## src/design/mat_pkg.sv

```systemverilog
// ----------------------------------------------------------------------------
// mat_pkg
// Shared constants and types of the moving average threshold block.
// ----------------------------------------------------------------------------
package mat_pkg;

    localparam int WINDOW_MAX_DEF = 64;

    localparam int PIX_W     = 8;
    localparam int LEN_W     = 7;
    localparam int SCALE_W   = 10;
    localparam int CFG_W     = 10;
    localparam int CFG_IDX_W = 1;
    localparam int PIX_MAX   = 255;

    localparam logic [LEN_W-1:0]   WINDOW_LEN_RST = 7'd10;
    localparam logic [SCALE_W-1:0] SCALE_RST      = 10'd205;

    localparam logic [CFG_IDX_W-1:0] CFG_WINDOW_LEN      = 1'b0;
    localparam logic [CFG_IDX_W-1:0] CFG_THRESHOLD_SCALE = 1'b1;

    // How the back end has to update the window sum for a word.
    typedef enum logic [1:0] {
        K_START = 2'd0,
        K_SLIDE = 2'd1,
        K_RESUM = 2'd2
    } t_kind;

    typedef struct packed {
        logic [PIX_W-1:0] pixel;
        t_kind            kind;
        logic [LEN_W-1:0] len;
    } t_item;

endpackage

```

## src/design/mat_ram.sv

```systemverilog
// ----------------------------------------------------------------------------
// mat_ram
// Generic single write, single read RAM with registered read data.
// ----------------------------------------------------------------------------
module mat_ram #(
    parameter int WIDTH = 8,
    parameter int DEPTH = 64
) (
    input  logic                     i_clk,
    input  logic                     i_we,
    input  logic [$clog2(DEPTH)-1:0] i_waddr,
    input  logic [WIDTH-1:0]         i_wdata,
    input  logic [$clog2(DEPTH)-1:0] i_raddr,
    output logic [WIDTH-1:0]         o_rdata
);

    logic [WIDTH-1:0] r_mem [DEPTH];
    logic [WIDTH-1:0] r_rdata;

    always_ff @(posedge i_clk) begin
        if (i_we) begin
            r_mem[i_waddr] <= i_wdata;
        end
        r_rdata <= r_mem[i_raddr];
    end

    assign o_rdata = r_rdata;

endmodule

```

## src/design/mat_front.sv

```systemverilog
// ----------------------------------------------------------------------------
// mat_front
// Accepts pixels, works out the effective window length and how the sum
// must be updated, and holds the words in a two-entry queue for the back end.
// ----------------------------------------------------------------------------
module mat_front #(
    parameter int WINDOW_MAX = mat_pkg::WINDOW_MAX_DEF
) (
    input  logic                        i_clk,
    input  logic                        i_rst_n,
    input  logic                        i_push,
    output logic                        o_full,
    input  logic [mat_pkg::PIX_W-1:0]   i_pixel,
    input  logic                        i_frame_start,
    input  logic [mat_pkg::LEN_W-1:0]   i_window_len,
    output logic                        o_valid,
    output mat_pkg::t_item              o_item,
    input  logic                        i_take
);

    mat_pkg::t_item              r_q [2];
    logic                        r_wp;
    logic                        r_rp;
    logic [1:0]                  r_cnt;
    logic [mat_pkg::LEN_W-1:0]   r_len_last;

    logic [mat_pkg::LEN_W-1:0]   eff_len;
    mat_pkg::t_item              n_item;
    logic                        accept;
    logic                        deq;
    logic [1:0]                  n_cnt;

    always_comb begin
        if (i_window_len == '0) begin
            eff_len = mat_pkg::LEN_W'(1);
        end else if (32'(i_window_len) > WINDOW_MAX) begin
            eff_len = mat_pkg::LEN_W'(WINDOW_MAX);
        end else begin
            eff_len = i_window_len;
        end
    end

    // A change of window length invalidates the running sum, so the back end
    // rebuilds it from the stored pixels.
    always_comb begin
        n_item.pixel = i_pixel;
        n_item.len   = eff_len;
        if (i_frame_start) begin
            n_item.kind = mat_pkg::K_START;
        end else if (eff_len != r_len_last) begin
            n_item.kind = mat_pkg::K_RESUM;
        end else begin
            n_item.kind = mat_pkg::K_SLIDE;
        end
    end

    assign o_full  = (r_cnt == 2'd2);
    assign o_valid = (r_cnt != 2'd0);
    assign o_item  = r_q[r_rp];
    assign accept  = i_push && !o_full;
    assign deq     = i_take && o_valid;

    always_comb begin
        n_cnt = r_cnt;
        if (accept && !deq) begin
            n_cnt = r_cnt + 2'd1;
        end else if (deq && !accept) begin
            n_cnt = r_cnt - 2'd1;
        end
    end

    always_ff @(posedge i_clk) begin
        if (!i_rst_n) begin
            r_wp       <= 1'b0;
            r_rp       <= 1'b0;
            r_cnt      <= 2'd0;
            r_len_last <= '0;
        end else begin
            r_cnt <= n_cnt;
            if (accept) begin
                r_wp       <= ~r_wp;
                r_len_last <= eff_len;
            end
            if (deq) begin
                r_rp <= ~r_rp;
            end
        end
    end

    always_ff @(posedge i_clk) begin
        if (accept) begin
            r_q[r_wp] <= n_item;
        end
    end

`ifndef ASSERT_OFF
    a_queue_bound: assert property (@(posedge i_clk) disable iff (!i_rst_n)
        (r_cnt <= 2'd2))
        else $error("front queue count out of range");
`endif

endmodule

```

## src/design/mat_back.sv

```systemverilog
// ----------------------------------------------------------------------------
// mat_back
// Keeps the pixel ring and the window sum, forms the threshold comparison
// and queues the results.
// ----------------------------------------------------------------------------
module mat_back #(
    parameter int WINDOW_MAX = mat_pkg::WINDOW_MAX_DEF
) (
    input  logic                         i_clk,
    input  logic                         i_rst_n,
    input  logic                         i_valid,
    input  mat_pkg::t_item               i_item,
    output logic                         o_take,
    input  logic [mat_pkg::SCALE_W-1:0]  i_scale,
    output logic                         o_empty,
    input  logic                         i_pop,
    output logic                         o_foreground
);

    localparam int IDX_W = $clog2(WINDOW_MAX);
    localparam int CNT_W = $clog2(WINDOW_MAX + 1);
    localparam int SUM_W = $clog2(mat_pkg::PIX_MAX * WINDOW_MAX + 1);
    localparam int RHS_W = mat_pkg::PIX_W + 8;
    localparam int P1_W  = mat_pkg::SCALE_W + SUM_W;
    localparam int P2_W  = mat_pkg::LEN_W + RHS_W;
    localparam int P_W   = (P1_W > P2_W) ? P1_W : P2_W;

    typedef enum logic [4:0] {
        ST_IDLE = 5'b00001,
        ST_UPD  = 5'b00010,
        ST_SCAN = 5'b00100,
        ST_MUL  = 5'b01000,
        ST_CMP  = 5'b10000
    } t_state;

    t_state                       r_state;
    logic [mat_pkg::PIX_W-1:0]    r_px;
    mat_pkg::t_kind               r_kind;
    logic [mat_pkg::LEN_W-1:0]    r_len;
    logic [IDX_W-1:0]             r_slot;
    logic [CNT_W-1:0]             r_seen;
    logic [SUM_W-1:0]             r_sum;
    logic [mat_pkg::LEN_W-1:0]    r_cnt;
    logic [IDX_W-1:0]             r_addr;
    logic                         r_pend;
    logic [P1_W-1:0]              r_p1;
    logic [P2_W-1:0]              r_p2;
    logic                         r_ob [2];
    logic                         r_owp;
    logic                         r_orp;
    logic [1:0]                   r_ocnt;

    logic [IDX_W-1:0]             raddr;
    logic [mat_pkg::PIX_W-1:0]    rdata;
    logic                         ram_we;
    logic [CNT_W-1:0]             n_seen;
    logic [mat_pkg::LEN_W-1:0]    n_valid;
    logic                         drop;
    logic [RHS_W-1:0]             rhs;
    logic                         fg;
    logic                         opush;
    logic                         opop;

    function automatic logic [IDX_W-1:0] f_prev(input logic [IDX_W-1:0] a);
        logic [IDX_W-1:0] r;
        if (a == '0) begin
            r = IDX_W'(WINDOW_MAX - 1);
        end else begin
            r = a - IDX_W'(1);
        end
        return r;
    endfunction

    // Slot that held the pixel l places before slot s in the ring.
    function automatic logic [IDX_W-1:0] f_back(input logic [IDX_W-1:0] s,
                                                input logic [mat_pkg::LEN_W-1:0] l);
        int t;
        t = int'(s) - int'(l);
        if (t < 0) begin
            t = t + WINDOW_MAX;
        end
        return IDX_W'(t);
    endfunction

    mat_ram #(
        .WIDTH (mat_pkg::PIX_W),
        .DEPTH (WINDOW_MAX)
    ) u_ring (
        .i_clk   (i_clk),
        .i_we    (ram_we),
        .i_waddr (r_slot),
        .i_wdata (r_px),
        .i_raddr (raddr),
        .o_rdata (rdata)
    );

    assign o_take = (r_state == ST_IDLE) && i_valid && (r_ocnt != 2'd2);
    assign raddr  = (r_state == ST_SCAN) ? r_addr : f_back(r_slot, i_item.len);
    assign ram_we = (r_state == ST_UPD);

    always_comb begin
        if (32'(r_seen) < WINDOW_MAX) begin
            n_seen = r_seen + CNT_W'(1);
        end else begin
            n_seen = r_seen;
        end
        if (32'(n_seen) < 32'(r_len)) begin
            n_valid = mat_pkg::LEN_W'(n_seen);
        end else begin
            n_valid = r_len;
        end
    end

    // The oldest pixel leaves the window once the window is full.
    assign drop = (32'(r_seen) >= 32'(r_len));

    // px > floor((s*sum + 128L) / 256L) holds exactly when s*sum < L*(256px - 128).
    assign rhs = {r_px, 8'd0} - RHS_W'(128);
    assign fg  = (r_px != '0) && (P_W'(r_p1) < P_W'(r_p2));

    always_ff @(posedge i_clk) begin
        if (!i_rst_n) begin
            r_state <= ST_IDLE;
            r_slot  <= '0;
            r_seen  <= '0;
            r_sum   <= '0;
            r_cnt   <= '0;
            r_pend  <= 1'b0;
        end else begin
            case (r_state)
                ST_IDLE: begin
                    if (o_take) begin
                        r_state <= ST_UPD;
                    end
                end
                ST_UPD: begin
                    r_slot <= (32'(r_slot) == WINDOW_MAX - 1) ? '0 : r_slot + IDX_W'(1);
                    case (r_kind)
                        mat_pkg::K_START: begin
                            r_seen  <= CNT_W'(1);
                            r_sum   <= SUM_W'(r_px);
                            r_state <= ST_MUL;
                        end
                        mat_pkg::K_SLIDE: begin
                            r_seen  <= n_seen;
                            r_sum   <= r_sum + SUM_W'(r_px) - (drop ? SUM_W'(rdata) : '0);
                            r_state <= ST_MUL;
                        end
                        mat_pkg::K_RESUM: begin
                            r_seen <= n_seen;
                            r_sum  <= SUM_W'(r_px);
                            r_cnt  <= n_valid - mat_pkg::LEN_W'(1);
                            r_addr <= f_prev(r_slot);
                            r_pend <= 1'b0;
                            if (n_valid == mat_pkg::LEN_W'(1)) begin
                                r_state <= ST_MUL;
                            end else begin
                                r_state <= ST_SCAN;
                            end
                        end
                        default: begin
                            r_state <= ST_MUL;
                        end
                    endcase
                end
                ST_SCAN: begin
                    // One ring read is issued per cycle; its data is added in the
                    // cycle after.
                    if (r_pend) begin
                        r_sum <= r_sum + SUM_W'(rdata);
                    end
                    if (r_cnt != '0) begin
                        r_addr <= f_prev(r_addr);
                        r_cnt  <= r_cnt - mat_pkg::LEN_W'(1);
                        r_pend <= 1'b1;
                    end else begin
                        r_pend  <= 1'b0;
                        r_state <= ST_MUL;
                    end
                end
                ST_MUL: begin
                    r_state <= ST_CMP;
                end
                ST_CMP: begin
                    r_state <= ST_IDLE;
                end
                default: begin
                    r_state <= ST_IDLE;
                end
            endcase
        end
    end

    always_ff @(posedge i_clk) begin
        if (o_take) begin
            r_px   <= i_item.pixel;
            r_kind <= i_item.kind;
            r_len  <= i_item.len;
        end
        if (r_state == ST_MUL) begin
            r_p1 <= i_scale * r_sum;
            r_p2 <= r_len * rhs;
        end
    end

    // Result queue: room is checked before a word is taken, so a push
    // always finds a free entry.
    assign opush        = (r_state == ST_CMP);
    assign opop         = i_pop && (r_ocnt != 2'd0);
    assign o_empty      = (r_ocnt == 2'd0);
    assign o_foreground = r_ob[r_orp];

    always_ff @(posedge i_clk) begin
        if (!i_rst_n) begin
            r_owp  <= 1'b0;
            r_orp  <= 1'b0;
            r_ocnt <= 2'd0;
        end else begin
            if (opush) begin
                r_owp <= ~r_owp;
            end
            if (opop) begin
                r_orp <= ~r_orp;
            end
            if (opush && !opop) begin
                r_ocnt <= r_ocnt + 2'd1;
            end else if (opop && !opush) begin
                r_ocnt <= r_ocnt - 2'd1;
            end
        end
    end

    always_ff @(posedge i_clk) begin
        if (opush) begin
            r_ob[r_owp] <= fg;
        end
    end

`ifndef ASSERT_OFF
    a_out_bound: assert property (@(posedge i_clk) disable iff (!i_rst_n)
        (r_ocnt <= 2'd2))
        else $error("result queue count out of range");

    a_scan_work: assert property (@(posedge i_clk) disable iff (!i_rst_n)
        (r_state == ST_SCAN) |-> (r_cnt != '0 || r_pend))
        else $error("scan state entered with nothing to read");

    a_seen_sat: assert property (@(posedge i_clk) disable iff (!i_rst_n)
        (32'(r_seen) <= WINDOW_MAX))
        else $error("pixel count beyond ring depth");

    a_push_room: assert property (@(posedge i_clk) disable iff (!i_rst_n)
        (r_state == ST_CMP) |-> (r_ocnt != 2'd2 || $past(opop)))
        else $error("result pushed into a full queue");
`endif

endmodule

```

## src/design/moving_average_threshold.sv

```systemverilog
// The back end takes a new pixel word only once it is through with the last one:
// it steps through take, update, multiply and compare around the ring memory's read.
// After a window length change the next pixel also passes a scan step, with one ring
// read per stored pixel of the new window beyond the newest one.
// Reset is synchronous, empties both queues and the window; the ring is not cleared.
// ----------------------------------------------------------------------------
// moving_average_threshold
// Marks grey pixels as foreground against a scaled moving average.
// ----------------------------------------------------------------------------
module moving_average_threshold #(
    parameter int WINDOW_MAX = mat_pkg::WINDOW_MAX_DEF
) (
    input  logic                             i_clk,
    input  logic                             i_rst_n,
    input  logic                             push,
    output logic                             full,
    input  logic [mat_pkg::PIX_W-1:0]        i_pixel,
    input  logic                             i_frame_start,
    output logic                             empty,
    input  logic                             pop,
    output logic                             o_foreground,
    input  logic                             i_cfg_we,
    input  logic [mat_pkg::CFG_IDX_W-1:0]    i_cfg_idx,
    input  logic [mat_pkg::CFG_W-1:0]        i_cfg_data
);

    logic [mat_pkg::LEN_W-1:0]   r_window_len;
    logic [mat_pkg::SCALE_W-1:0] r_threshold_scale;

    logic           q_valid;
    logic           q_take;
    mat_pkg::t_item q_item;

    always_ff @(posedge i_clk) begin
        if (!i_rst_n) begin
            r_window_len      <= mat_pkg::WINDOW_LEN_RST;
            r_threshold_scale <= mat_pkg::SCALE_RST;
        end else if (i_cfg_we) begin
            case (i_cfg_idx)
                mat_pkg::CFG_WINDOW_LEN: begin
                    r_window_len <= i_cfg_data[mat_pkg::LEN_W-1:0];
                end
                mat_pkg::CFG_THRESHOLD_SCALE: begin
                    r_threshold_scale <= i_cfg_data[mat_pkg::SCALE_W-1:0];
                end
                default: begin
                end
            endcase
        end
    end

    mat_front #(
        .WINDOW_MAX (WINDOW_MAX)
    ) u_front (
        .i_clk         (i_clk),
        .i_rst_n       (i_rst_n),
        .i_push        (push),
        .o_full        (full),
        .i_pixel       (i_pixel),
        .i_frame_start (i_frame_start),
        .i_window_len  (r_window_len),
        .o_valid       (q_valid),
        .o_item        (q_item),
        .i_take        (q_take)
    );

    mat_back #(
        .WINDOW_MAX (WINDOW_MAX)
    ) u_back (
        .i_clk        (i_clk),
        .i_rst_n      (i_rst_n),
        .i_valid      (q_valid),
        .i_item       (q_item),
        .o_take       (q_take),
        .i_scale      (r_threshold_scale),
        .o_empty      (empty),
        .i_pop        (pop),
        .o_foreground (o_foreground)
    );

endmodule

```

## config.mk

```make
export PLATFORM = sky130hd
export DESIGN_NAME = moving_average_threshold
export DESIGN_NICKNAME = d
export VERILOG_FILES = /design/src/design/mat_pkg.sv /design/src/design/mat_ram.sv /design/src/design/mat_front.sv /design/src/design/mat_back.sv /design/src/design/moving_average_threshold.sv
export SDC_FILE = /design/constraint.sdc
export NUM_CORES = 1
export LEC_CHECK = 0
export BUFFER_PORTS_ARGS = -buffer_cell sky130_fd_sc_hd__buf_2
export CAP_MARGIN = 5
export CORE_MARGIN = 10
export CORE_UTILIZATION = 48
export DETAILED_ROUTE_END_ITERATION = 10
export PLACE_DENSITY = 0.66
export SYNTH_ARGS = -nofsm -noshare
export SYNTH_HDL_FRONTEND = slang
export SYNTH_SLANG_ARGS = --single-unit
```

## constraint.sdc

```tcl
create_clock -name i_clk -period 6.35 [get_ports i_clk]
set_input_delay 0.635 -clock i_clk [delete_from_list [all_inputs] [get_ports i_clk]]
set_output_delay 0.635 -clock i_clk [all_outputs]
set_load 0.01 [all_outputs]
```

* Word level (Yosys, flattened, before mapping)
Memory sizes are Yosys's and may differ from the RTL's. A register that Yosys moved wholly into a read port is not among the register bits. Index checks and enable logic that the tools add are counted.
Word-level totals: memories kept 3, RAM bits 548, bits in registers 142, input port bits 25, logic and storage cells 153
Operators by class: bitwise logic cells 5, order comparisons 6, muxes and demuxes 44, $mul 2, add/subtract/negate cells 16, equal/unequal tests 18, reduce and logical (&&, ||, !) cells 38
Memory list:
- u_back.u_ring.r_mem | depth 64, bits a word 8, rd ports 1, clocked after Yosys merged registers in 1, write ports 1, RTL line mat_ram.sv:17 | logic [WIDTH-1:0] r_mem [DEPTH];
- u_front.r_q | depth 2, bits a word 17, rd ports 1, clocked after Yosys merged registers in 1, write ports 1, RTL line mat_front.sv:21 | mat_pkg::t_item r_q [2];
- u_back.r_ob | depth 2, bits a word 1, rd ports 1, clocked after Yosys merged registers in 1, write ports 1, RTL line mat_back.sv:48 | logic r_ob [2];
Operators with widths (number):
- 14-bit one-hot mux with 2 select lines | 2
- 6-bit two-way mux | 7
- 7-bit two-way mux | 6
- 14-bit by 8-bit adder with 14-bit output | 2
- 7-bit one-hot mux with 2 select lines | 2
- 24-bit by 23-bit less-than comparator with 1-bit output | 1
- 10-bit by 14-bit multiplier with 24-bit output | 1
- 7-bit by 16-bit multiplier with 23-bit output | 1
- 5-bit one-hot mux with 4 select lines | 1
- 16-bit by 8-bit subtractor with 16-bit output, second input constant | 1
- 5-bit two-way mux | 3
- 14-bit two-way mux | 1
- 14-bit subtractor | 1
- 7-bit by 1-bit subtractor with 7-bit output, second input constant | 2
- 6-bit by 1-bit adder with 6-bit output, second input constant | 2
- 6-bit zero test | 2
- 1-bit two-way mux | 12
- 2-bit two-way mux | 6
- 6-bit one-hot mux with 2 select lines | 1
- 2-bit nonzero test | 6
- 6-bit by 1-bit subtractor with 6-bit output, second input constant | 2
- 1-bit logical AND | 10
- 2-bit inequality test, second input constant | 5
- 2-bit AND reduction | 5
- other kinds (33) | 47

* Logic depth before layout (Yosys ltp)
depth in word-level cells 8, mapped depth 23

* Cells and area by module
From an unflattened synthesis, not the netlist that was laid out.
Unflattened totals: cell total of the unflattened synthesis 2657, area total of the unflattened synthesis 36107.1 um^2
Modules (own cells, without submodules):
- mat_ram | area an instance 20166.8 um^2, times used 1, cells each 940
- mat_back | area an instance 13351.6 um^2, times used 1, cells each 1507
- mat_front | area an instance 1900.6 um^2, times used 1, cells each 135
- moving_average_threshold | area an instance 688.2 um^2, times used 1, cells each 75

* Worst setup path before layout
Ideal clock, no wire load.
kind reg2reg, start register u_back.r_px[0] (netlist bit), end register u_back.r_p2[22] (data pin), arrival 5.929 ns, stages on the path, launching flop included 21, required time 6.090 ns, buffers on the path 0, slack 0.161 ns, cell sequence edfxtp_1 > inv_1 > ha_1 > and3_1 > xnor2_1 > nor2_1 > fa_1 > inv_1 > fa_1 > inv_1 > fa_1 > inv_1 > fa_1 > inv_1 > ha_1 > a21o_1 > a31o_2 > a211oi_1 > o31ai_1 > a21oi_1 > xnor2_1
On the way: cells in the longest elaborated chain, start to end 2
RTL lines:
- start: declaration | RTL line mat_back.sv:37 | logic [mat_pkg::PIX_W-1:0] r_px;
- start signal: assignment | RTL line mat_back.sv:196 | r_px <= i_item.pixel;
- 16-bit by 8-bit subtractor with 16-bit output | RTL line mat_back.sv:118 | assign rhs = {r_px, 8'd0} - RHS_W'(128);
- 7-bit by 16-bit multiplier with 23-bit output | RTL line mat_back.sv:202 | r_p2 <= r_len * rhs;
- end signal: assignment | RTL line mat_back.sv:202
- end: declaration | RTL line mat_back.sv:47 | logic [P2_W-1:0] r_p2;
No other way between the ends. A chain may end at the register's enable or synchronous reset.

* Worst setup path in the final report
start register u_back.r_sum[5], end register u_back.r_p1[22] (data pin)
On the way: cells in the longest elaborated chain, start to end 1
RTL lines:
- start: declaration | RTL line mat_back.sv:42 | logic [SUM_W-1:0] r_sum;
- start signal: assignment | RTL line mat_back.sv:141 | r_sum <= SUM_W'(r_px);
- start signal: assignment | RTL line mat_back.sv:146 | r_sum <= r_sum + SUM_W'(r_px) - (drop ? SUM_W'(rdata) : '0);
- start signal: assignment | RTL line mat_back.sv:151 | r_sum <= SUM_W'(r_px);
- 10-bit by 14-bit multiplier with 24-bit output | RTL line mat_back.sv:201 | r_p1 <= i_scale * r_sum;
- end signal: assignment | RTL line mat_back.sv:201
- end: declaration | RTL line mat_back.sv:46 | logic [P1_W-1:0] r_p1;
No other way between the ends.

==> flow_summary.yaml <==
timing:
  hold_viol: 0
  max_freq_ghz: 0.170
  finClkSkew_ps: 49.2
  rsz0062_at_grt: "no"
  period_share_pct: 92.4
  worst_pin_slew_ps: 1240
  setup_tns_ps: 0
  period_minus_slack_ps: 5870
  finalWorstSetupSlack_ps: 482
  setup_violations: 0
  relSlewSlack_pct: 16.9
  final_max_slew_viol_count: 0
layout:
  final_cells: 3902
  syn_to_final_growth_pct: 9.95
  drive_above_1_share_pct: 10.7
  final_nets: 3206
grt:
  grt-ovfl-total: 0
  grt.total_usage_pct: 20.2
  grt_max_degree: 71
  antenna_found_initial: 1
  grt_pass1_wl_mm: 136
  grt_pass1_vias: 23100
synthesis:
  yosys_register_bits: 686
  synth-simple-area-share_pct: 11.7
  yosysWarnings: 0
  avgSynthCellArea_um2: 12.7
  synth_mux_area_share_pct: 7.43
  synth_compound_area_share_pct: 6.35
  async_flop_share_pct: 0
  syn_nets: 3184
  synthAdderAreaFrac_pct: 13.5
  synth_xor_area_share_pct: 2.01
  synth_area_mm2: 0.0362
  synth_top_family_by_area: "adder cells"
  synth_edf_count: 604
  yosysSeqAreaShare_pct: 54.7
  synth_flop_cell: "edfxtp_1"
  syn_inst: 2851
  synth_cell_type_count: 78
worst_setup_path:
  setup.worst_path.end_class: "flop"
  crit_arrival_ps: 6220
  critPathKind: "flop to flop"
  critPathMaxFanout: 13
  worstPathRequired_ps: 6710
  start_kind: "flop"
cts:
  cts_buffers: 74
  clock_sinks: 686
  htreeDepth: 3
  cts_tree: "yes"
  cts_setup_buffers: 0
  root_buffer: "clkbuf_16"
  clkTransAtPathRegs_ps: 60
  ctsHoldBuffers: 0
  cts_buffer_depth: 3
  insertion_delay_ps: 630
  ctsResizeCount: 0
detailed_routing:
  drc_errors: 0
  vias: 22500
  top_layer_used: "met5"
  drt-initial-drc-count: 1732
  antenna_left: 0
  wl_mm: 87.6
  wl_per_cell_um: 22.4
  firstDrtPassIters: 5
  vias_per_cell: 5.77
  wl_met3_mm: 4.90
  wl_met2_mm: 42.4
  wirelength_met1_mm: 36.2
power:
  pwr-share-seq_pct: 30.2
  switchingPower_w: 0.00781
  powerDensity_mw_per_mm2: 504
  p_sw_share_pct: 38.9
  irDropWorstVdd_mv: 0.771
  cellLeakagePower_nw: 15.3
  p_comb_share_pct: 48.0
  p_clk_share_pct: 21.7
  cellInternalPower_w: 0.0122
placement:
  pre_cts_ws_ps: 394
  hpwl_mm: 59.5
  placedCellCount: 3766
  place.gp.congestion: 0.931
  io_buffers: 27
floorplanning:
  std_cell_rows: 100
  die_area_mm2: 0.0868
  die_w_um: 295
  fp.dieH_um: 295
  initial_utilization_pct: 48.5
  boundaryPins: 28
  core-area_mm2: 0.0746
flow_run:
  drv_cap: 0
worst_hold_path:
  hold_path.class: "input pin to flop"
run_status:
  status: "finished clean"
## flip-flops by register name, summed over array words and instances (netlist names), 5 cells and up, named ones only
signal and count:
u_back.r_cnt 7, r_window_len 7, u_back.r_p2 16, r_threshold_scale 10, u_back.r_seen 7, u_front.r_q 34
u_front.r_len_last 7, u_back.r_slot 6, u_back.r_p1 17, u_back.r_sum 14, u_back.r_px 8, u_back.r_addr 6
u_back.r_len 7, u_back.r_state 5, u_back.u_ring.o_rdata 8, u_back.u_ring.r_mem 512
## final timing paths
check / endpoint / cells past startpoint / slack, ps / from
worst max-delay path: u_back.r_p1[22] / 20 / 480 / u_back.r_sum[5]
worst min-delay path: u_front.r_q[1][11] / 1 / 200 / i_pixel[2]
worst max register to register: u_back.r_p1[22] / 20 / 480 / u_back.r_sum[5]
worst min register to register: r_window_len[0] / 2 / 480 / r_window_len[0]
## kinds of logic after synthesis
| kind of cell | count (synthesis) |
|---|---|
| AO/OA/AOI/OAI | 337 |
| XOR/XNOR | 83 |
| adder cells (fa/ha/maj) | 308 |
| buffers and inverters | 372 |
| flip-flops | 686 |
| multiplexers | 162 |
| AND/OR/NAND/NOR | 903 |
## metal layers
metal	track usage, %	vias up
met5	0	-
li1	-	10200
met3	3.16	205
met1	26.0	11300
met4	9.00	2
met2	33.5	755
## worst max-delay path, cell delays in order (launching register included)
cell,delay (ps)
dfxtp_1,620
nand2_1,130
fa_1,510
inv_1,60
fa_1,500
inv_1,60
fa_1,540
inv_1,50
fa_1,470
inv_1,50
fa_1,470
inv_1,40
ha_1,310
or2_2,320
nand4_1,150
nand4_1,140
a2111oi_0,660
buf_4,230
o41ai_1,70
a21oi_1,170
xnor2_1,80
## Yosys cell counts, drive strengths merged, types with 55 or more instances
master | number | area share [%]
clkbuf | 77 | 0.80
and2 | 82 | 1.4
dfxtp | 82 | 4.5
a21oi | 82 | 1.1
fa | 138 | 7.6
inv | 247 | 2.6
nand2 | 332 | 3.4
mux2i | 55 | 1.5
edfxtp | 604 | 50
nor2 | 226 | 2.4
ha | 170 | 5.9
mux4 | 83 | 5.2
## metrics by stage
stage	total power [W]	area (um^2)	hold WS, ps	util, %
after floorplan	0.0133	36200	436	-
after global placement	0.0156	37300	455	50.0
after detailed placement	0.0157	37300	458	50.0
after CTS	0.0201	39800	175	53.3
after global routing	0.0215	39800	185	53.3
final	0.0201	39800	203	53.4
## cell type report
class,instances,area [um^2]
antenna,1,2.50
clock buffer,89,1930
clock inverter,46,568
fill,6223,34800
inverter,250,938
multi-input combinational,1793,14900
sequential,686,19800
tap,969,1210
timing repair buffer,68,493
## power groups by stage
stage	logic [W]	registers (W)	clock network (W)
after CTS	0.00966	0.00605	0.00443
after global placement	0.00942	0.00614	0
after global routing	0.0108	0.00607	0.00461
after detailed placement	0.00957	0.00615	0
after floorplan	0.00709	0.00624	0
final	0.00964	0.00606	0.00436
## layout by cell type (no fill, tap or decap), types with 27 or more instances in the layout
cell,count
fa_1,138
mux2i_1,55
inv_1,247
ha_1,170
nor3_1,47
o21ai_0,46
nor2_1,223
nand2b_1,30
buf_2,27
xnor2_1,52
and2_1,81
nand2_1,331
a21oi_1,82
and3_1,35
mux4_2,83
clkbuf_16,74
buf_4,37
a211oi_1,27
dfxtp_1,82
edfxtp_1,604
nand3_1,52
xor2_1,31
Power figures use the tool's default switching activity.
